## config.mk

```make
export PLATFORM = sky130hd
export DESIGN_NAME = bct_div
export DESIGN_NICKNAME = d
export VERILOG_FILES = /design/src/rtl/core/bct_pkg.sv /design/src/rtl/core/bct_div.sv
export SDC_FILE = /design/constraint.sdc
export NUM_CORES = 1
export LEC_CHECK = 0
export ABC_AREA = 1
export BUFFER_PORTS_ARGS = -buffer_cell sky130_fd_sc_hd__buf_2
export CORE_MARGIN = 3
export CORE_UTILIZATION = 50
export DETAILED_ROUTE_END_ITERATION = 12
export PLACE_DENSITY = 0.76
export SLEW_MARGIN = 20
export SYNTH_ARGS = -nofsm -noshare
export SYNTH_HDL_FRONTEND = slang
export SYNTH_SLANG_ARGS = --single-unit
```

## constraint.sdc

```tcl
create_clock -name clock -period 1.66 [get_ports clock]
set_clock_uncertainty 0.05 [all_clocks]
set_input_delay 0.083 -clock clock [delete_from_list [all_inputs] [get_ports clock]]
set_output_delay 0.083 -clock clock [all_outputs]
set_load 0.05 [all_outputs]
```

## src/rtl/core/bct_pkg.sv

```systemverilog
// Shared constants, codes and types for the binary curve tracer.
// Used by the channel interfaces, the serial divider and the top level.
package bct_pkg;

   localparam int MAX_PIXELS_DEFAULT = 65536;
   localparam int IDX_W  = 16;
   localparam int SIZE_W = 17;
   localparam int CONN_W = 3;
   localparam int CSR_IDX_W = 2;

   localparam logic [SIZE_W-1:0] SIZE_MAX = 17'd65536;

   typedef enum logic [1:0] {
      OP_LOAD    = 2'd0,
      OP_START   = 2'd1,
      OP_ADVANCE = 2'd2,
      OP_UNUSED  = 2'd3
   } op_type;

   typedef enum logic [1:0] {
      ERR_OK           = 2'd0,
      ERR_NOT_ENDPOINT = 2'd1,
      ERR_NEIGHBOURS   = 2'd2,
      ERR_NO_TRACE     = 2'd3
   } err_type;

   typedef enum logic [CSR_IDX_W-1:0] {
      CSR_ROW_SIZE     = 2'd0,
      CSR_PLANE_SIZE   = 2'd1,
      CSR_IMAGE_SIZE   = 2'd2,
      CSR_CONNECTIVITY = 2'd3
   } csr_type;

   localparam logic [CONN_W-1:0] CONN_4  = 3'd0;
   localparam logic [CONN_W-1:0] CONN_8  = 3'd1;
   localparam logic [CONN_W-1:0] CONN_6  = 3'd2;
   localparam logic [CONN_W-1:0] CONN_18 = 3'd3;
   localparam logic [CONN_W-1:0] CONN_26 = 3'd4;

   // offset codes for one axis of the neighbour scan
   localparam logic [1:0] OFS_NEG  = 2'd0;
   localparam logic [1:0] OFS_ZERO = 2'd1;
   localparam logic [1:0] OFS_POS  = 2'd2;

   typedef struct packed {
      logic              start;
      logic [IDX_W-1:0]  dividend;
      logic [SIZE_W-1:0] divisor;
   } div_req_type;

   typedef struct packed {
      logic              done;
      logic [IDX_W-1:0]  quotient;
      logic [SIZE_W-1:0] remainder;
   } div_rsp_type;

   function automatic logic [SIZE_W-1:0] clamp_size(input logic [SIZE_W-1:0] v);
      logic [SIZE_W-1:0] r;
      r = v;
      if (v == '0) r = SIZE_W'(1);
      else if (v > SIZE_MAX) r = SIZE_MAX;
      return r;
   endfunction

endpackage

```

## src/rtl/core/bct_div.sv

```systemverilog
// Serial restoring divider, one quotient bit per cycle.
// Depends on bct_pkg for the request and response structs.
module bct_div (
   input  logic                 clock,
   input  logic                 reset,
   input  bct_pkg::div_req_type req,
   output bct_pkg::div_rsp_type rsp
);
   localparam int CNT_W = $clog2(bct_pkg::IDX_W);

   logic                          busy_ff, busy_in;
   logic                          done_ff, done_in;
   logic [CNT_W-1:0]              step_ff, step_in;
   logic [bct_pkg::IDX_W-1:0]     quo_ff, quo_in;
   logic [bct_pkg::SIZE_W-1:0]    rem_ff, rem_in;
   logic [bct_pkg::SIZE_W-1:0]    div_ff, div_in;
   logic [bct_pkg::SIZE_W-1:0]    trial;
   logic                          qbit;

   always_comb begin
      busy_in = busy_ff;
      done_in = 1'b0;
      step_in = step_ff;
      quo_in  = quo_ff;
      rem_in  = rem_ff;
      div_in  = div_ff;
      // remainder stays below the divisor, so it fits in the low bits
      trial = {rem_ff[bct_pkg::SIZE_W-2:0], quo_ff[bct_pkg::IDX_W-1]};
      qbit  = (trial >= div_ff);
      if (req.start) begin
         busy_in = 1'b1;
         step_in = '0;
         quo_in  = req.dividend;
         rem_in  = '0;
         div_in  = req.divisor;
      end else if (busy_ff) begin
         rem_in  = qbit ? (trial - div_ff) : trial;
         quo_in  = {quo_ff[bct_pkg::IDX_W-2:0], qbit};
         step_in = step_ff + CNT_W'(1);
         if (step_ff == CNT_W'(bct_pkg::IDX_W - 1)) begin
            busy_in = 1'b0;
            done_in = 1'b1;
         end
      end
   end

   always_ff @(posedge clock) begin
      if (reset) begin
         busy_ff <= 1'b0;
         done_ff <= 1'b0;
         step_ff <= '0;
      end else begin
         busy_ff <= busy_in;
         done_ff <= done_in;
         step_ff <= step_in;
      end
      quo_ff <= quo_in;
      rem_ff <= rem_in;
      div_ff <= div_in;
   end

   assign rsp.done      = done_ff;
   assign rsp.quotient  = quo_ff;
   assign rsp.remainder = rem_ff;
endmodule

```

==> flow_metrics.py, run 1 <==
metrics = {
    "timing": {
        "maxSlewHeadroom_pct": 64.0,
        "finalSetupTns_ps": -4930,
        "max_freq_mhz": 503,
        "worst_pin_slew_ps": 536,
        "slew_viol_final": 0,
        "fin_crit_sh_pct": 120,
        "fin_crit_ps": 1990,
        "setup_viol": 18,
        "hold_viol": 0,
        "rsz0062_at_grt": "true",
        "holdWs_ps": 113,
        "fin_ws_ps": -330,
    },
    "floorplanning": {
        "die_w_um": 89.8,
        "fp.coreArea_sq_mm": 0.00657,
        "rows": 29,
        "dieArea_sq_mm": 0.00807,
        "start_util_pct": 53.5,
        "io_pins": 70,
        "die_y_um": 89.8,
    },
    "global_route": {
        "grt_pass1_wl_um": 18600,
        "use_met1_pct": 34.3,
        "grt-busiest-layer": "met2",
        "grt-ovfl-total": 0,
        "grt_max_degree": 25,
        "grt_pass1_vias": 3974,
        "met2_usage_pct": 48.4,
        "grt_use_met3_pct": 4.84,
        "grt_usage_pct": 27.6,
        "antenna_found_initial": 0,
    },
    "drt": {
        "drt-total-wl_um": 11500,
        "vias_per_cell": 5.19,
        "vias": 3914,
        "drc": 0,
        "drt_pass1_iterations": 5,
        "antenna_left": 0,
        "wire_per_inst_um": 15.3,
        "drtIter0Drc": 306,
    },
    "worst_setup_path": {
        "r2r_start": "quo_ff[15]$_DFFE_PP_",
        "endpoint_kind": "register",
        "cp-start-kind": "register",
        "path_class": "register to register",
        "required_ps": 1820,
        "r2r_cells": 13,
        "arrival_ps": 2150,
        "reg2reg_to": "rem_ff[4]$_SDFFE_PP0P_",
        "path_max_fanout": 4,
        "rrSetupSlack_ps": -330,
    },
    "placement": {
        "dp_cells": 696,
        "dpl_worst_slack_ps": -324,
        "dpl_cell_area_sq_mm": 0.00456,
        "hpwl_um": 6960,
        "place_congestion": 0.935,
        "placement.io_buffers": 69,
    },
    "cells_and_area": {
        "antenna_cells": 0,
        "fin_nets": 715,
        "fillers": 375,
        "fin_cells": 754,
        "layout-drive-gt1-share_pct": 41.0,
        "utilization_pct": 85.3,
        "final_cell_area_sq_mm": 0.00560,
        "areaGrowthSynthToFinish_pct": 59.6,
    },
    "logic_synthesis": {
        "synthArstFlopShare_pct": 0,
        "synth-seq-cells": 56,
        "yosys.area.top_type_share_pct": 28.2,
        "netlist_area_sq_mm": 0.00351,
        "syn_nets": 530,
        "synth_common_cells": "nand2_1 (202), inv_1 (73), edfxtp_1 (33), nand3_1 (28), dfxtp_1 (23)",
        "netlist_top_cells_area": "edfxtp_1 (28%), nand2_1 (22%), dfxtp_1 (13%)",
        "yosysMostFrequentCell": "nand2_1",
        "synth_cells": 475,
        "ys.flop_type": "edfxtp_1",
        "synth_warnings": 0,
        "yosys.area.top_type": "edfxtp_1",
        "synth-edff-count": 33,
        "yosysUniqueCellTypes": 34,
        "synth.avg_cell_area_sq_um": 7.39,
        "synth.yosys.seq_area_share_pct": 41.3,
    },
    "run": {
        "maxCapViolCount": 0,
    },
    "power_and_ir_drop": {
        "powerDensity_mw_per_mm2": 623,
        "p_leak_nw": 2.87,
        "vdd_ir_drop_max_uv": 538,
        "totalPowerFinal_mw": 3.49,
    },
    "min_path": {
        "worstHoldEndpoint": "quo_ff[0]$_DFFE_PP_",
        "holdPathStages": 3,
        "min_path_type": "input pin to register",
        "hp-start": "req[17]",
    },
    "clock_tree": {
        "cts_tree": "yes",
        "clk_pin_slew_worst_paths_ps": 100,
        "clock_sinks": 56,
        "cts_buffers": 5,
        "clockBufferDepth": 2,
        "htree_levels": 2,
        "root_buffer": "clkbuf_8",
        "clk_latency_ps": 320,
    },
    "outcome": {
        "status": "finished with violations",
        "violations": "negative setup slack",
    },
}
layout by cell type (no fill, tap or decap), types with 2 or more instances in the layout:
cell type and instances:
nand2_1 173, buf_4 70, buf_2 69, inv_1 61, edfxtp_1 33, dlygate4sd3_1 33
nand2_2 27, nand3_1 23, nand3b_1 19, ha_4 16, inv_2 13, dfxtp_4 12
a21oi_1 9, nor2_1 9, buf_6 9, nor2_2 7, dfxtp_1 7, nand3_2 6
nand2_4 5, clkbuf_8 5, buf_12 5, nor3_1 4, a21oi_2 4, nand4_1 4
dfxtp_2 4, nor3_2 3, nand2_8 3, xor2_1 3, nor2_4 2, a211oi_1 2
xnor2_2 2, xnor2_1 2, ha_1 2
worst max-delay path by stage:
| stage | startpoint | end | slack, ps | cells after the start |
|---|---|---|---|---|
| 6_report | quo_ff[15]$_DFFE_PP_ | rem_ff[4]$_SDFFE_PP0P_ | -330 | 13 |
| 5_1_grt | quo_ff[15]$_DFFE_PP_ | rem_ff[14]$_SDFFE_PP0P_ | -450 | 15 |
| 4_1_cts | div_ff[16]$_DFFE_PP_ | rem_ff[15]$_SDFFE_PP0P_ | -270 | 13 |
| 3_5_place_dp | div_ff[9]$_DFFE_PP_ | rem_ff[7]$_SDFFE_PP0P_ | -320 | 11 |
| 3_3_place_gp | div_ff[8]$_DFFE_PP_ | rem_ff[9]$_SDFFE_PP0P_ | -320 | 12 |
| 2_1_floorplan | quo_ff[15]$_DFFE_PP_ | rem_ff[16]$_SDFFE_PP0P_ | -420 | 15 |
worst max-delay path: stages (launching register included):
cell	delay (ps)
edfxtp_1	390
inv_2	70
ha_4	160
fa_2	330
inv_1	70
nand2_1	60
nand2_2	120
buf_4	130
buf_4	90
nand2_1	50
xor2_1	140
nand2_1	70
nand3_1	80
nand2_1	60
final cells by class:
cell class                      instances  area [sq um]  area share, %
Clock buffer                            7          97.6           1.74
Sequential cell                        56          1500           26.8
Inverter                               75           282           5.02
Clock inverter                          1          30.0          0.536
Tap cell                               93           116           2.08
Multi-Input combinational cell        335          2160           38.5
Timing Repair Buffer                  187          1420           25.3
registers in the layout, indices dropped and copies added, names as in the netlist:
signal   flops
div_ff      17
rem_ff      17
quo_ff      16
step_ff      4
busy_ff      1
done_ff      1
per-layer routing:
layer	wire (um)	share of wire, %	up-vias
met5	0	0	-
met4	378	3.3	0
met3	784	6.8	35
met2	5760	50	198
met1	4630	40	1818
li1	-	-	1863
where the power goes:
| part | leakage [nW] | internal [mW] | switching, mW | total, mW |
|---|---|---|---|---|
| Clock | 0.0636 | 0.543 | 0.474 | 1.02 |
| Sequential | 0.528 | 1.55 | 0.0471 | 1.59 |
| Combinational | 2.28 | 0.373 | 0.510 | 0.883 |
logic make-up (layout without fill, tap and decap cells):
family                     Yosys count  in the layout  synth area share [%]
and+or+nand+nor                    289            291                  36.9
AOI/OAI and AO/OA                   18             18                  3.13
xor gates and xnor gates             7              7                  1.75
DFF                                 56             56                  41.3
adders and majority gates           19             19                  6.98
buffers and inverters               86            270                  9.94
timing repair:
| action | 4_1_cts | 5_1_grt |
|---|---|---|
| endpoints found under the hold margin | 34 | 0 |
| pin swaps | 28 | 25 |
| gates cloned | 3 | 0 |
| buffers inserted | 8 | 8 |
| setup endpoints to repair | 18 | 18 |
| resized for setup | 49 | 41 |
| hold buffers | 33 | 0 |
No activity file was read; power rests on OpenSTA's default activity.
==> inputs of run 2 (changes only) <==
==> constraint.sdc (replaced) <==
create_clock -name clock -period 1.66 [get_ports clock]
set_clock_uncertainty 0.05 [all_clocks]
set_input_delay 0.166 -clock clock [delete_from_list [all_inputs] [get_ports clock]]
set_output_delay 0.166 -clock clock [all_outputs]
set_load 0.05 [all_outputs]
==> flow_metrics.py, run 2 (synthesized netlist as in run 1, its figures left out) <==
metrics = {
    "global_route": {
        "grt_max_degree": 25,
        "grt_pass1_wl_um": 17700,
        "grt_usage_pct": 26.7,
        "grt_pass1_vias": 3798,
        "grt-ovfl-total": 0,
        "antenna_found_initial": 0,
    },
    "clock_tree": {
        "clk_pin_slew_worst_paths_ps": 110,
        "clockBufferDepth": 2,
        "htree_levels": 2,
        "root_buffer": "clkbuf_8",
        "cts_buffers": 5,
        "clock_sinks": 56,
        "cts_tree": "yes",
        "clk_latency_ps": 310,
    },
    "cells_and_area": {
        "final_cell_mix": "nand2_1 (163), buf_4 (74), buf_2 (69)",
        "layout-drive-gt1-share_pct": 44.1,
        "fin_nets": 703,
        "layout_commonest_cell": "nand2_1",
        "fillers": 391,
        "areaGrowthSynthToFinish_pct": 56.7,
        "final_cell_area_sq_mm": 0.00550,
        "reg_top3": "div_ff (17), rem_ff (17), quo_ff (16)",
        "antenna_cells": 0,
    },
    "worst_setup_path": {
        "arrival_ps": 2150,
        "crit_top_cell": "buf_12",
        "path_cells": "inv_2 -> ha_4 -> buf_6 -> nand2_4 -> nor2_4 -> nand2_2 -> o21bai_4 -> nor2_8 -> buf_12 -> buf_12 -> nand3b_1 -> nand3_1 -> nand2_1",
        "path_class": "register to register",
        "required_ps": 1870,
        "endpoint_kind": "register",
        "cp-start-kind": "register",
        "slowest_delay_ps": 370,
        "cpLargestDelayFamily": "simple AND/OR/NAND/NOR gates",
        "cpMaxStageDelayCell": "edfxtp_1",
        "crit_buf_inv": 4,
        "path_max_fanout": 8,
    },
    "placement": {
        "dpl_worst_slack_ps": -326,
        "placement.io_buffers": 69,
        "hpwl_um": 6920,
        "place_congestion": 0.938,
        "dpl_cell_area_sq_mm": 0.00457,
    },
    "timing": {
        "fin_ws_ps": -278,
        "worst_pin_slew_ps": 485,
        "fin_crit_ps": 1940,
        "hold_viol": 0,
        "setup_viol": 18,
        "maxSlewHeadroom_pct": 67.5,
        "slew_viol_final": 0,
        "fin_crit_sh_pct": 117,
        "max_freq_mhz": 516,
        "rsz0062_at_grt": "true",
    },
    "drt": {
        "drtIter0Drc": 257,
        "antenna_left": 0,
        "drt-total-wl_um": 11000,
        "drt_pass1_iterations": 6,
        "wire_per_inst_um": 14.8,
        "vias": 3817,
        "vias_per_cell": 5.14,
        "drc": 0,
    },
    "power_and_ir_drop": {
        "vdd_ir_drop_max_uv": 533,
        "powerDensity_mw_per_mm2": 590,
        "p_leak_nw": 2.82,
    },
    "floorplanning": {
        "io_pins": 70,
        "fp.coreArea_sq_mm": 0.00657,
        "dieArea_sq_mm": 0.00807,
        "die_w_um": 89.8,
        "start_util_pct": 53.5,
        "die_y_um": 89.8,
        "rows": 29,
    },
    "run": {
        "maxCapViolCount": 0,
    },
    "outcome": {
        "violations": "negative setup slack",
        "status": "finished with violations",
    },
    "min_path": {
        "min_path_type": "input pin to register",
    },
}
run 2: changes by cell type in the layout (fill, tap and decap cells not counted), sizes merged:
cell         change
clkbuf           -1
dlygate4sd3     -15
buf              +3
inv              +2
bufinv           -1
run 2: path summary, 6_finish.rpt:
check,start,endpoint,slack [ps],cells after the start
setup reg to reg,div_ff[7]$_DFFE_PP_,rem_ff[12]$_SDFFE_PP0P_,-280,13
hold reg to reg,rem_ff[16]$_SDFFE_PP0P_,rem_ff[16]$_SDFFE_PP0P_,410,2
setup / recovery,div_ff[7]$_DFFE_PP_,rem_ff[12]$_SDFFE_PP0P_,-280,13
hold / removal,req[20],quo_ff[3]$_DFFE_PP_,70,3
run 2: per-layer routing:
metal / vias to the layer above / wire length (um) / track usage (%)
met1: 1765 / 4300 / 32.1
met2: 167 / 5590 / 47.2
met3: 45 / 741 / 4.51
met4: 0 / 383 / 11.0
met5: - / 0 / 0
li1: 1840 / - / -
run 2: what timing repair did:
item	CTS	global route
pin swaps	42	19
gates resized for setup	70	34
hold buffers	18	0
setup endpoints to repair	18	18
endpoints found under the hold margin	18	0
cloned	2	1
setup buffers	10	6
run 2: worst reg2reg max path: stages (launching register included):
cell and delay, ps:
edfxtp_1 370, inv_2 50, ha_4 270, buf_6 100
nand2_4 50, nor2_4 140, nand2_2 90, o21bai_4 210
nor2_8 70, buf_12 130, buf_12 130, nand3b_1 90
nand3_1 80, nand2_1 60
run 2: area by class of cell:
cell class | instances | area, sq um | area share, %
inverters | 75 | 282 | 5.11
multi-input cells | 335 | 2210 | 40.1
clock inverters | 2 | 17.5 | 0.318
flip-flops and latches | 56 | 1500 | 27.3
clock buffers | 6 | 72.6 | 1.32
repair buffers | 175 | 1310 | 23.8
well taps | 93 | 116 | 2.11
run 2: stage by stage:
stage	setup TNS, ps	hold slack [ps]	instances	utilization [%]	power [mW]
finish	-4670	66.1	742	83.8	3.24
global route	-6160	63.6	742	83.8	3.40
CTS	-4090	55.6	735	81.3	3.20
detailed placement	-5390	295	697	69.6	2.29
global placement	-5200	292	697	69.6	2.27
floorplan	-5280	194	475	-	2.03
run 2: power breakdown:
| group | switching [mW] | internal [mW] | leakage, nW |
|---|---|---|---|
| combinational | 0.513 | 0.348 | 2.25 |
| clock | 0.480 | 0.311 | 0.0462 |
| sequential | 0.0466 | 1.55 | 0.528 |
| total | 1.04 | 2.21 | 2.82 |
==> inputs of run 3 (changes only) <==
--- a/config.mk
+++ b/config.mk
@@ -11,6 +11,7 @@
 export CORE_UTILIZATION = 50
 export DETAILED_ROUTE_END_ITERATION = 12
 export PLACE_DENSITY = 0.76
+export REMOVE_ABC_BUFFERS = 1
 export SLEW_MARGIN = 20
 export SYNTH_ARGS = -nofsm -noshare
 export SYNTH_HDL_FRONTEND = slang
==> constraint.sdc (replaced) <==
create_clock -name clock -period 1.66 [get_ports clock]
set_clock_uncertainty 0.05 [all_clocks]
set_input_delay 0.415 -clock clock [delete_from_list [all_inputs] [get_ports clock]]
set_output_delay 0.415 -clock clock [all_outputs]
set_load 0.05 [all_outputs]
==> flow_metrics.py, run 3 (synthesized netlist as in run 1, its figures left out) <==
metrics = {
    "global_route": {
        "grt_max_degree": 23,
        "grt_pass1_vias": 3693,
        "grt-ovfl-total": 0,
        "antenna_found_initial": 0,
        "grt_pass1_wl_um": 17300,
        "grt_usage_pct": 26.2,
    },
    "placement": {
        "placement.io_buffers": 69,
        "dpl_cell_area_sq_mm": 0.00453,
        "dp_cells": 704,
        "place_congestion": 0.864,
        "dpl_worst_slack_ps": -396,
        "hpwl_um": 7190,
    },
    "timing": {
        "fin_ws_ps": -420,
        "rsz0062_at_grt": "true",
        "max_freq_mhz": 481,
        "hold_viol": 0,
        "maxSlewHeadroom_pct": 58.9,
        "worst_pin_slew_ps": 616,
        "setup_viol": 18,
        "holdWs_ps": 215,
        "finalSetupTns_ps": -6590,
        "slew_viol_final": 0,
        "fin_crit_sh_pct": 125,
        "fin_crit_ps": 2080,
    },
    "cells_and_area": {
        "final_cell_area_sq_mm": 0.00536,
        "layout-drive-gt1-share_pct": 45.0,
        "layout_commonest_cell": "nand2_1",
        "areaGrowthSynthToFinish_pct": 52.6,
        "multiInputGateArea_sq_mm": 0.00224,
        "utilization_pct": 81.6,
        "fillers": 396,
        "reg_top3": "div_ff (17), rem_ff (17), quo_ff (16)",
        "fin_nets": 696,
        "antenna_cells": 0,
        "seqCellArea_sq_mm": 0.00145,
        "final_cell_mix": "nand2_1 (160), buf_4 (88), buf_2 (68)",
        "fin_cells": 735,
    },
    "worst_setup_path": {
        "reg2reg_to": "rem_ff[3]$_SDFFE_PP0P_",
        "path_class": "register to register",
        "cpLargestDelayFamily": "simple AND/OR/NAND/NOR gates",
        "r2r_cells": 12,
        "crit_buf_inv": 3,
        "path_max_fanout": 6,
        "required_ps": 1870,
        "slowest_delay_ps": 370,
        "endpoint_kind": "register",
        "cp-endpoint": "rem_ff[3]$_SDFFE_PP0P_",
        "cpMaxStageDelayCell": "edfxtp_1",
        "cp-start-kind": "register",
        "rrSetupSlack_ps": -420,
        "arrival_ps": 2290,
        "startpoint": "div_ff[7]$_DFFE_PP_",
        "crit_cells": 12,
        "path_cells": "inv_2 -> ha_4 -> nand2_1 -> nor2_2 -> nand2_2 -> o21bai_4 -> nor2_8 -> buf_12 -> buf_12 -> nand3b_1 -> nand3_1 -> nand2_1",
        "r2r_start": "div_ff[7]$_DFFE_PP_",
    },
    "drt": {
        "drc": 0,
        "top_layer": "met4",
        "met2_length_um": 5780,
        "drtIter0Drc": 372,
        "wire_per_inst_um": 15.9,
        "dr_wl_met3_um": 845,
        "vias_per_cell": 5.26,
        "wl_met1_um": 4690,
        "drt_pass1_iterations": 5,
        "antenna_left": 0,
        "drt-total-wl_um": 11700,
        "vias": 3867,
    },
    "floorplanning": {
        "io_pins": 70,
        "die_y_um": 89.8,
        "rows": 29,
        "fp.coreArea_sq_mm": 0.00657,
        "start_util_pct": 53.5,
        "dieArea_sq_mm": 0.00807,
        "die_w_um": 89.8,
    },
    "clock_tree": {
        "htree_levels": 2,
        "clock_sinks": 56,
        "cts_tree": "yes",
        "clockBufferDepth": 2,
        "root_buffer": "clkbuf_8",
        "cts_buffers": 5,
        "postCtsHoldBufs": 0,
        "clk_latency_ps": 320,
        "clk_pin_slew_worst_paths_ps": 120,
    },
    "power_and_ir_drop": {
        "totalPowerFinal_mw": 3.26,
        "powerDensity_mw_per_mm2": 609,
        "p_leak_nw": 2.78,
        "vdd_ir_drop_max_uv": 515,
    },
    "outcome": {
        "violations": "negative setup slack",
        "status": "finished with violations",
    },
    "min_path": {
        "hp-start": "req[14]",
        "min_path_type": "input pin to register",
        "holdPathStages": 1,
    },
    "run": {
        "maxCapViolCount": 0,
    },
}
run 3: worst min-delay path by stage:
stage / end / slack, ps
6_report: div_ff[14]$_DFFE_PP_ / 210
5_1_grt: div_ff[5]$_DFFE_PP_ / 210
4_1_cts: div_ff[9]$_DFFE_PP_ / 210
3_5_place_dp: rem_ff[16]$_SDFFE_PP0P_ / 400
3_3_place_gp: rem_ff[16]$_SDFFE_PP0P_ / 390
2_1_floorplan: step_ff[0]$_SDFFE_PP0P_ / 400
run 3: routing by layer:
| layer | vias up | track usage [%] |
|---|---|---|
| met4 | 0 | 7.54 |
| met3 | 39 | 3.59 |
| met2 | 181 | 46.7 |
| met1 | 1819 | 33.2 |
| li1 | 1828 | - |
| met5 | - | 0 |
run 3: cell type report:
type | instances | area share [%]
inverters | 75 | 5.30
clock inverters | 2 | 0.257
repair buffers | 168 | 22.1
flip-flops and latches | 56 | 27.1
well taps | 93 | 2.17
multi-input cells | 335 | 41.7
clock buffers | 6 | 1.35
run 3: timing repair:
item	4_1_cts	5_1_grt
hold endpoints to repair	0	0
buffers inserted	12	9
cloned	2	0
endpoints found under the setup margin	18	18
resized for setup	84	45
pin swaps	23	27
run 3: where the power goes:
part	internal, mW	switching (mW)
Sequential	1.56	0.0432
Combinational	0.338	0.528
Clock	0.303	0.486
